**src/hdl/soft_pwm_rgb_fader_macros.svh**
```systemverilog
// Assertion macros shared by the fader RTL.
// Each macro carries its own clock and reset so the using module stays explicit.
`ifndef SOFT_PWM_RGB_FADER_MACROS_SVH
`define SOFT_PWM_RGB_FADER_MACROS_SVH

`ifndef SYNTHESIS

// Same-cycle implication
`define SPRF_ASSERT_IMPL(lbl, clk, rst, ante, cons) \
  lbl: assert property (@(posedge clk) disable iff (rst) (ante) |-> (cons)) \
    else $error("sprf: assertion failed");

// Next-cycle implication
`define SPRF_ASSERT_NEXT(lbl, clk, rst, ante, cons) \
  lbl: assert property (@(posedge clk) disable iff (rst) (ante) |=> (cons)) \
    else $error("sprf: assertion failed");

`else

`define SPRF_ASSERT_IMPL(lbl, clk, rst, ante, cons)
`define SPRF_ASSERT_NEXT(lbl, clk, rst, ante, cons)

`endif

`endif

```
**src/hdl/sprf_pkg.sv**
```systemverilog
package sprf_pkg;

  // Field widths
  localparam int unsigned DUTY_W  = 7;
  localparam int unsigned PHASE_W = 8;
  localparam int unsigned TICKS_W = 16;
  localparam int unsigned NUM_CH  = 3;
  localparam int unsigned NUM_PIN = 6;

  // Reset and fixed values
  localparam int unsigned FULL_SCALE_DEF = 127;
  localparam int unsigned DUTY_MAX       = 127;
  localparam logic [PHASE_W-1:0] PWM_LIMIT_RST   = 8'd127;
  localparam logic [TICKS_W-1:0] FADE_PERIOD_RST = 16'd100;
  localparam logic [TICKS_W-1:0] TICKS_SAT       = 16'hFFFF;
  localparam logic [7:0]         BYTE_FULL       = 8'd255;

  // Item operations
  typedef enum logic [1:0] {
    OP_TICK        = 2'd0,
    OP_SET_RGB     = 2'd1,
    OP_SET_CHANNEL = 2'd2,
    OP_START_FADE  = 2'd3
  } op_t;

  // Channel select codes
  localparam logic [1:0] CH_RED   = 2'd0;
  localparam logic [1:0] CH_GREEN = 2'd1;
  localparam logic [1:0] CH_BLUE  = 2'd2;

  // Register indexes (byte address 4*index)
  localparam logic [1:0] REG_PWM_LIMIT      = 2'd0;
  localparam logic [1:0] REG_HEADLIGHT_DUTY = 2'd1;
  localparam logic [1:0] REG_LASER_DUTY     = 2'd2;
  localparam logic [1:0] REG_LASER_POWER    = 2'd3;

  // Pin bit positions
  localparam int unsigned PIN_RED        = 0;
  localparam int unsigned PIN_GREEN      = 1;
  localparam int unsigned PIN_BLUE       = 2;
  localparam int unsigned PIN_HEADLIGHT  = 3;
  localparam int unsigned PIN_LASER_GATE = 4;
  localparam int unsigned PIN_LASER_PWM  = 5;

  // Input item payload, highest field first in the bit order
  typedef struct packed {
    logic [5:0]         pad;
    logic [TICKS_W-1:0] fade_interval;
    logic               fade_blue;
    logic               fade_green;
    logic               fade_red;
    logic [7:0]         byte_level;
    logic [1:0]         channel;
    logic [DUTY_W-1:0]  blue_level;
    logic [DUTY_W-1:0]  green_level;
    logic [DUTY_W-1:0]  red_level;
  } item_t;

  // Result item payload, highest field first in the bit order
  typedef struct packed {
    logic [3:0]        pad;
    logic [DUTY_W-1:0] blue_duty;
    logic [DUTY_W-1:0] green_duty;
    logic [DUTY_W-1:0] red_duty;
    logic              fading_active;
    logic              laser_pwm_out;
    logic              laser_gate_out;
    logic              headlight_out;
    logic              blue_out;
    logic              green_out;
    logic              red_out;
  } result_t;

  // One PWM pin update for a tick at the given phase
  function automatic logic pwm_level(logic cur, logic [PHASE_W-1:0] phase,
                                     logic [PHASE_W-1:0] duty, logic guarded,
                                     logic [PHASE_W-1:0] top);
    logic lvl;
    lvl = cur;
    if (phase == '0) begin
      if (duty != '0) lvl = 1'b1;
    end else if ((phase > duty) && (!guarded || (duty < top))) begin
      lvl = 1'b0;
    end
    return lvl;
  endfunction

endpackage

```
**src/hdl/soft_pwm_rgb_fader.sv**
```systemverilog
// Six-output PWM with an RGB breathing fader. Every item on the s_ side yields
// exactly one result on the m_ side, one item per clock when m_tready is high:
// the whole update is one combinational pass from the current state and the
// incoming item into the state registers and the result register, so the rate
// is set only by the output register draining. A tick item (operation 0) runs
// one PWM time slot on the shared phase counter and then one fade step; the
// other operations load colour duties or start fading and leave pins and phase
// untouched. Result pins and duties are the values after the item. The APB
// registers (pwm_limit, headlight_duty, laser_duty, laser_power at 0x0, 0x4,
// 0x8, 0xC) should be written only while no item is in flight.
`include "soft_pwm_rgb_fader_macros.svh"

module soft_pwm_rgb_fader #(
  parameter int unsigned FULL_SCALE = sprf_pkg::FULL_SCALE_DEF
) (
  input  logic        clk,
  input  logic        rst,
  // input items
  input  logic        s_tvalid,
  output logic        s_tready,
  // red_level[6:0], green_level[13:7], blue_level[20:14], channel[22:21],
  // byte_level[30:23], fade_red[31], fade_green[32], fade_blue[33],
  // fade_interval[49:34], zero fill [55:50]
  input  logic [55:0] s_tdata,
  // operation[1:0]
  input  logic [1:0]  s_tuser,
  // result items
  output logic        m_tvalid,
  input  logic        m_tready,
  // red_out[0], green_out[1], blue_out[2], headlight_out[3], laser_gate_out[4],
  // laser_pwm_out[5], fading_active[6], red_duty[13:7], green_duty[20:14],
  // blue_duty[27:21], zero fill [31:28]
  output logic [31:0] m_tdata,
  // configuration
  input  logic        psel,
  input  logic        penable,
  input  logic        pwrite,
  input  logic [3:0]  paddr,
  input  logic [31:0] pwdata,
  output logic [31:0] prdata,
  output logic        pready
);

  localparam int unsigned DW = sprf_pkg::DUTY_W;
  localparam int unsigned PW = sprf_pkg::PHASE_W;
  localparam int unsigned TW = sprf_pkg::TICKS_W;
  localparam int unsigned NC = sprf_pkg::NUM_CH;
  localparam int unsigned NP = sprf_pkg::NUM_PIN;
  // Effective full scale, capped by the duty register width
  localparam logic [DW-1:0] DUTY_TOP = DW'((FULL_SCALE < sprf_pkg::DUTY_MAX) ?
                                            FULL_SCALE : sprf_pkg::DUTY_MAX);

  // Configuration registers
  logic [PW-1:0] pwm_limit;
  logic [DW-1:0] headlight_duty;
  logic [DW-1:0] laser_duty;
  logic [PW-1:0] laser_power;

  // Block state
  logic [PW-1:0]         phase_count, phase_count_next;
  logic [NC-1:0][DW-1:0] duty, duty_next;
  logic [TW-1:0]         fade_ticks, fade_ticks_next;
  logic [TW-1:0]         fade_period, fade_period_next;
  logic                  ramp_up, ramp_up_next;
  logic                  fade_seen, fade_seen_next;
  logic [NC-1:0]         fade_enable, fade_enable_next;
  logic [NP-1:0]         pin_levels, pin_levels_next;

  sprf_pkg::item_t   item;
  sprf_pkg::op_t     op;
  sprf_pkg::result_t result, result_next;
  logic              accept;
  logic              cfg_write;

  assign item   = sprf_pkg::item_t'(s_tdata);
  assign op     = sprf_pkg::op_t'(s_tuser);
  assign accept = s_tvalid && s_tready;

  // Output register: a new item is taken while the previous result drains
  assign s_tready = !m_tvalid || m_tready;
  assign m_tdata  = result;

  // APB register file
  assign pready    = 1'b1;
  assign cfg_write = psel && penable && pwrite && pready;

  always_ff @(posedge clk) begin
    if (rst) begin
      pwm_limit      <= sprf_pkg::PWM_LIMIT_RST;
      headlight_duty <= '0;
      laser_duty     <= '0;
      laser_power    <= '0;
    end else if (cfg_write) begin
      unique case (paddr[3:2])
        sprf_pkg::REG_PWM_LIMIT:      pwm_limit      <= pwdata[PW-1:0];
        sprf_pkg::REG_HEADLIGHT_DUTY: headlight_duty <= pwdata[DW-1:0];
        sprf_pkg::REG_LASER_DUTY:     laser_duty     <= pwdata[DW-1:0];
        sprf_pkg::REG_LASER_POWER:    laser_power    <= pwdata[PW-1:0];
        default: ;
      endcase
    end
  end

  always_comb begin
    unique case (paddr[3:2])
      sprf_pkg::REG_PWM_LIMIT:      prdata = 32'(pwm_limit);
      sprf_pkg::REG_HEADLIGHT_DUTY: prdata = 32'(headlight_duty);
      sprf_pkg::REG_LASER_DUTY:     prdata = 32'(laser_duty);
      sprf_pkg::REG_LASER_POWER:    prdata = 32'(laser_power);
      default:                      prdata = '0;
    endcase
  end

  // Single-pass item update
  always_comb begin
    logic [PW:0]   phase_inc;
    logic          flip;
    logic [DW-1:0] byte_duty;

    phase_count_next = phase_count;
    duty_next        = duty;
    fade_ticks_next  = fade_ticks;
    fade_period_next = fade_period;
    ramp_up_next     = ramp_up;
    fade_seen_next   = fade_seen;
    fade_enable_next = fade_enable;
    pin_levels_next  = pin_levels;
    phase_inc        = {1'b0, phase_count} + (PW+1)'(1);
    flip             = 1'b0;
    byte_duty        = (item.byte_level == sprf_pkg::BYTE_FULL) ?
                       DUTY_TOP : item.byte_level[7:1];

    unique case (op)
      sprf_pkg::OP_TICK: begin
        // PWM slot on the current duties
        for (int c = 0; c < NC; c++) begin
          pin_levels_next[c] = sprf_pkg::pwm_level(pin_levels[c], phase_count,
                                 PW'(duty[c]), 1'b1, PW'(DUTY_TOP));
        end
        pin_levels_next[sprf_pkg::PIN_HEADLIGHT] =
          sprf_pkg::pwm_level(pin_levels[sprf_pkg::PIN_HEADLIGHT], phase_count,
                              PW'(headlight_duty), 1'b1, PW'(DUTY_TOP));
        pin_levels_next[sprf_pkg::PIN_LASER_GATE] =
          sprf_pkg::pwm_level(pin_levels[sprf_pkg::PIN_LASER_GATE], phase_count,
                              PW'(laser_duty), 1'b1, PW'(DUTY_TOP));
        pin_levels_next[sprf_pkg::PIN_LASER_PWM] =
          sprf_pkg::pwm_level(pin_levels[sprf_pkg::PIN_LASER_PWM], phase_count,
                              laser_power, 1'b0, PW'(DUTY_TOP));
        phase_count_next = (phase_inc > {1'b0, pwm_limit}) ? '0 : phase_inc[PW-1:0];

        // Fade step
        if (fade_enable != '0) begin
          fade_seen_next = 1'b1;
          if (fade_ticks > fade_period) begin
            for (int c = 0; c < NC; c++) begin
              if (fade_enable[c]) begin
                if (ramp_up) begin
                  if (duty[c] < DUTY_TOP) duty_next[c] = duty[c] + DW'(1);
                end else if (duty[c] != '0) begin
                  duty_next[c] = duty[c] - DW'(1);
                end
                if ((duty_next[c] == DUTY_TOP) || (duty_next[c] == '0)) flip = 1'b1;
              end
            end
            ramp_up_next    = ramp_up ^ flip;
            fade_ticks_next = TW'(1);
          end else if (fade_ticks != sprf_pkg::TICKS_SAT) begin
            fade_ticks_next = fade_ticks + TW'(1);
          end
        end else if (fade_seen) begin
          fade_ticks_next = '0;
          fade_seen_next  = 1'b0;
          ramp_up_next    = 1'b1;
        end
      end
      sprf_pkg::OP_SET_RGB: begin
        duty_next[0] = item.red_level;
        duty_next[1] = item.green_level;
        duty_next[2] = item.blue_level;
      end
      sprf_pkg::OP_SET_CHANNEL: begin
        case (item.channel)
          sprf_pkg::CH_RED:   duty_next[0] = byte_duty;
          sprf_pkg::CH_GREEN: duty_next[1] = byte_duty;
          sprf_pkg::CH_BLUE:  duty_next[2] = byte_duty;
          default: ;
        endcase
      end
      sprf_pkg::OP_START_FADE: begin
        duty_next        = '0;
        fade_ticks_next  = '0;
        fade_seen_next   = 1'b0;
        ramp_up_next     = 1'b1;
        fade_enable_next = {item.fade_blue, item.fade_green, item.fade_red};
        fade_period_next = item.fade_interval;
      end
      default: ;
    endcase

    // Result from the updated state
    result_next                = '0;
    result_next.red_out        = pin_levels_next[sprf_pkg::PIN_RED];
    result_next.green_out      = pin_levels_next[sprf_pkg::PIN_GREEN];
    result_next.blue_out       = pin_levels_next[sprf_pkg::PIN_BLUE];
    result_next.headlight_out  = pin_levels_next[sprf_pkg::PIN_HEADLIGHT];
    result_next.laser_gate_out = pin_levels_next[sprf_pkg::PIN_LASER_GATE];
    result_next.laser_pwm_out  = pin_levels_next[sprf_pkg::PIN_LASER_PWM];
    result_next.fading_active  = (fade_enable_next != '0);
    result_next.red_duty       = duty_next[0];
    result_next.green_duty     = duty_next[1];
    result_next.blue_duty      = duty_next[2];
  end

  // State registers
  always_ff @(posedge clk) begin
    if (rst) begin
      phase_count <= '0;
      duty        <= '0;
      fade_ticks  <= '0;
      fade_period <= sprf_pkg::FADE_PERIOD_RST;
      ramp_up     <= 1'b1;
      fade_seen   <= 1'b0;
      fade_enable <= '0;
      pin_levels  <= '0;
    end else if (accept) begin
      phase_count <= phase_count_next;
      duty        <= duty_next;
      fade_ticks  <= fade_ticks_next;
      fade_period <= fade_period_next;
      ramp_up     <= ramp_up_next;
      fade_seen   <= fade_seen_next;
      fade_enable <= fade_enable_next;
      pin_levels  <= pin_levels_next;
    end
  end

  // Result register
  always_ff @(posedge clk) begin
    if (rst) begin
      m_tvalid <= 1'b0;
    end else if (accept) begin
      m_tvalid <= 1'b1;
    end else if (m_tready) begin
      m_tvalid <= 1'b0;
    end
  end

  always_ff @(posedge clk) begin
    if (accept) result <= result_next;
  end

  // Checks
  `SPRF_ASSERT_IMPL(a_idle_fade_clear, clk, rst, fade_enable == '0, !fade_seen && fade_ticks == '0)
  `SPRF_ASSERT_IMPL(a_seen_counts, clk, rst, fade_seen, fade_ticks != '0)
  `SPRF_ASSERT_IMPL(a_flag_matches, clk, rst, m_tvalid, result.fading_active == (fade_enable != '0))
  `SPRF_ASSERT_NEXT(a_non_tick_pins, clk, rst, accept && op != sprf_pkg::OP_TICK, $stable(pin_levels) && $stable(phase_count))

endmodule

```
**config.mk**
```make
export PLATFORM = sky130hd
export DESIGN_NAME = soft_pwm_rgb_fader
export DESIGN_NICKNAME = d
export VERILOG_FILES = /design/src/hdl/sprf_pkg.sv /design/src/hdl/soft_pwm_rgb_fader.sv
export VERILOG_INCLUDE_DIRS = /design/src /design/src/hdl
export SDC_FILE = /design/constraint.sdc
export NUM_CORES = 1
export LEC_CHECK = 0
export BUFFER_PORTS_ARGS = -buffer_cell sky130_fd_sc_hd__buf_2
export CORE_AREA = 4 4 160 162
export DETAILED_ROUTE_END_ITERATION = 7
export DIE_AREA = 0 0 164 166
export GPL_TIMING_DRIVEN = 0
export PLACE_DENSITY_LB_ADDON = 0.15
export RECOVER_POWER = 100
export REMOVE_ABC_BUFFERS = 1
export SKIP_CTS_REPAIR_TIMING = 1
export SLEW_MARGIN = 10
export SYNTH_ARGS = -nofsm -noshare
export SYNTH_HDL_FRONTEND = slang
export SYNTH_SLANG_ARGS = --single-unit
```
**constraint.sdc**
```tcl
create_clock -name clk -period 3.1 [get_ports clk]
set_input_delay 0.62 -clock clk [delete_from_list [all_inputs] [get_ports clk]]
set_output_delay 0.62 -clock clk [all_outputs]
set_load 0.05 [all_outputs]
```
==> results.cfg <==
[run_status]
run_status = complete, but fails checks
violations = capacitance limit

[detailed_routing]
wl_per_cell_um = 18.0
via_count = 8809
wl_um = 28600
drc = 0
vias_per_cell = 5.55
drtPass1Iterations = 5
drtIter0Drc = 494
antenna_left = 0

[synth]
synth_adder_area_share_pct = 10.7
post_synth_num_cell_types = 80
syn_inst = 1171
ys_seq_area_share_pct = 30.6
yosys-top-cells-area = dfxtp_1 22%, ha_1 11%, edfxtp_1 8.8%
synthMuxAreaShare_pct = 7.94
synth-compound-area-share_pct = 20.8
synth_xor_area_share_pct = 1.29
async_flop_share_pct = 0
synth_top_family_by_area = simple AND/OR/NAND/NOR gates
yosys.area_share.simple_pct = 20.9
yosysWarnings = 0
synth-seq-cells = 131
yosysTopAreaCell = dfxtp_1
yosysTopAreaCellShare_pct = 21.7
avgSynthCellArea_sq_um = 8.11
yosysMostFrequentCell = nand2_1
synth_area_sq_mm = 0.00950
synthTopCellsByCount = 115 x nand2_1, 112 x a21oi_1, 103 x dfxtp_1
synth_edf_count = 28
synth_ff_type = dfxtp_1

[pwr]
ir_drop_v = 0.000287
power_density_mw_per_mm2 = 442
power_leakage_nw = 4.34

[finish]
stdcell_area_sq_mm = 0.0109
n_fill_cell = 2499
n_antenna_cell = 0
drive_gt1_share_pct = 14.2
seq_area_sq_mm = 0.00293
final_nets = 1431
final_util_pct = 45.4
multiInputGateArea_sq_mm = 0.00605
fin_cells = 1586
areaGrowthSynthToFinish_pct = 15.2

[timing]
hold_viol_final = 0
max-slew-margin-rel_pct = 0.516
fin_crit_sh_pct = 97.2
fin_hold_ws_ns = 0.420
final.setup.worst_slack_ns = 0.0869
fin_crit_ns = 3.01
setup_viol = 0
fmax_mhz = 332
skew_ns = 0.00794
worst_pin_slew_ns = 1.49
final_max_slew_viol_count = 0

[critical_path]
path_buf_inv = 1
critPathRequiredTime_ns = 3.44
crit_top_cell = or4b_4
crit_arrival_ns = 3.35
crit_family = simple AND/OR/NAND/NOR gates
slowest_stage = or4b_4
path_cells = inv_2 > ha_4 > or4b_4 > or3_4 > nor2_8 > nor3_4 > nor4b_2 > or4b_4 > nand4_1 > o21ai_1 > a32oi_1
startpoint_type = flop
cp_num_cells = 11
r2r_slack_ns = 0.09
critPathCapture = ramp_up
worst_setup_path_end_kind = flop
r2r_end = ramp_up
r2r_start = duty[1]
slowest_delay_ns = 0.49
crit_start = duty[1]
reg2reg_depth = 11
crit_path_max_fanout = 6
path_class = reg2reg

[floorplan]
ioPinCount = 168
dieArea_sq_mm = 0.0272
dieHeight_um = 166
rows = 57
start_util_pct = 39.4
die_x_um = 164
core_area_sq_mm = 0.0241

[placement]
gp_congestion = 0.896
placed_area_sq_mm = 0.0102
place_ws_ns = -0.535
dp_cells = 1540
place_hpwl_um = 20500
io_buffers = 105

[grt]
gr-usage-met2_pct = 32.1
grt_max_degree = 48
top_usage_layer = met2
grt_pass1_vias = 8226
grt_pass1_wl_um = 45000
grt.total_usage_pct = 20.5
met1_usage_pct = 29.4
overflow = 0
gr-usage-met3_pct = 3.25
antenna_found_initial = 0

[clocking]
cts_root_buf = clkbuf_16
cts_buffers = 17
path_clk_slew_ns = 0.06
htreeDepth = 4
clock_latency_ns = 0.42
cts_tree = done
cts_buffer_depth = 2
clock-sinks = 131

[worst_hold_path]
hold_path.class = in2reg
whs_path_depth = 3

[run]
maxCapViolCount = 2
[through the flow]
step | power, mW | setup TNS, ns
after global routing | 5.04 | -0.0368
after floorplan | 2.50 | -17.95
after CTS | 4.85 | -7.64
after detailed placement | 2.77 | -7.26
after global placement | 2.76 | -130.69
final | 4.84 | 0
[final cells by class]
| type | instances | share of cell area (%) |
|---|---|---|
| Tap cell | 324 | 3.70 |
| Sequential cell | 131 | 26.7 |
| Timing Repair Buffer | 123 | 6.07 |
| Clock buffer | 22 | 4.72 |
| Inverter | 76 | 2.66 |
| Multi-Input combinational cell | 900 | 55.3 |
| Clock inverter | 10 | 0.857 |
[cells by family (layout without fill, tap and decap cells)]
| group | after synthesis | in the layout |
|---|---|---|
| simple gates | 396 | 396 |
| compound gates | 315 | 315 |
| fa+ha+maj | 81 | 81 |
| mux | 65 | 65 |
| other cells | 2 | 29 |
| flops | 131 | 131 |
| buf+inv | 167 | 231 |
| xor+xnor | 14 | 14 |
[worst register-to-register path, cell delays in order, from the launching register on]
cell     delay, ns
dfxtp_4       0.37
inv_2         0.08
ha_4          0.14
or4b_4        0.47
or3_4         0.44
nor2_8        0.19
nor3_4        0.08
nor4b_2       0.27
or4b_4        0.49
nand4_1       0.17
o21ai_1       0.08
a32oi_1       0.15
[power by group]
group	internal (mW)	switching, mW
Clock	1.27	0.818
Combinational	0.277	0.604
Sequential	1.81	0.0666
Total	3.35	1.49
[flip-flops by register name, indices dropped and copies added (netlist names)]
| signal | count |
|---|---|
| fade_ticks | 16 |
| phase_count | 8 |
| ramp_up | 1 |
| m_tdata | 28 |
| laser_duty | 7 |
| laser_power | 8 |
| headlight_duty | 7 |
| fade_enable | 3 |
| duty | 21 |
| pin_levels | 6 |
| pwm_limit | 8 |
| fade_period | 16 |
| m_tvalid | 1 |
| fade_seen | 1 |
[cell usage in the layout, fill, tap and decap left out, types with 10 or more instances in the layout]
cell       synthesis  routed
nor2b_1           17      17
edfxtp_1          28      28
a21oi_1          112     112
ha_1              81      78
nand3_1           32      32
mux2i_1           45      45
clkbuf_16          0      19
o211ai_1          13      13
nor3_1            23      23
o21ai_0           68      70
o21a_1            33      33
nand2_1          115     114
clkbuf_1          54      39
buf_4             29      15
inv_1             73      68
buf_2              2      65
xor2_1            10      10
nor2_1           100      99
nand4_1           20      20
and3_1            16      16
nor4_1            15      13
a211oi_1          10      10
dfxtp_1          103      93
or3_1             12      12
conb_1             2      29
[worst min path at each step]
stage                         start              end  slack [ns]
finish                  s_tdata[40]   fade_period[6]        0.42
global route            s_tdata[47]  fade_period[13]        0.42
CTS                     s_tdata[40]   fade_period[6]        0.41
detailed placement  fade_period[13]  fade_period[13]        0.45
global placement    fade_period[14]  fade_period[14]        0.45
floorplan           fade_period[10]  fade_period[10]        0.43
[metal layers]
layer	vias to the layer above	wire [um]
met5	-	0
met4	0	444
met3	37	1670
met2	287	13000
met1	4144	13500
li1	4341	-
No activity file was read; power rests on OpenSTA's default activity.
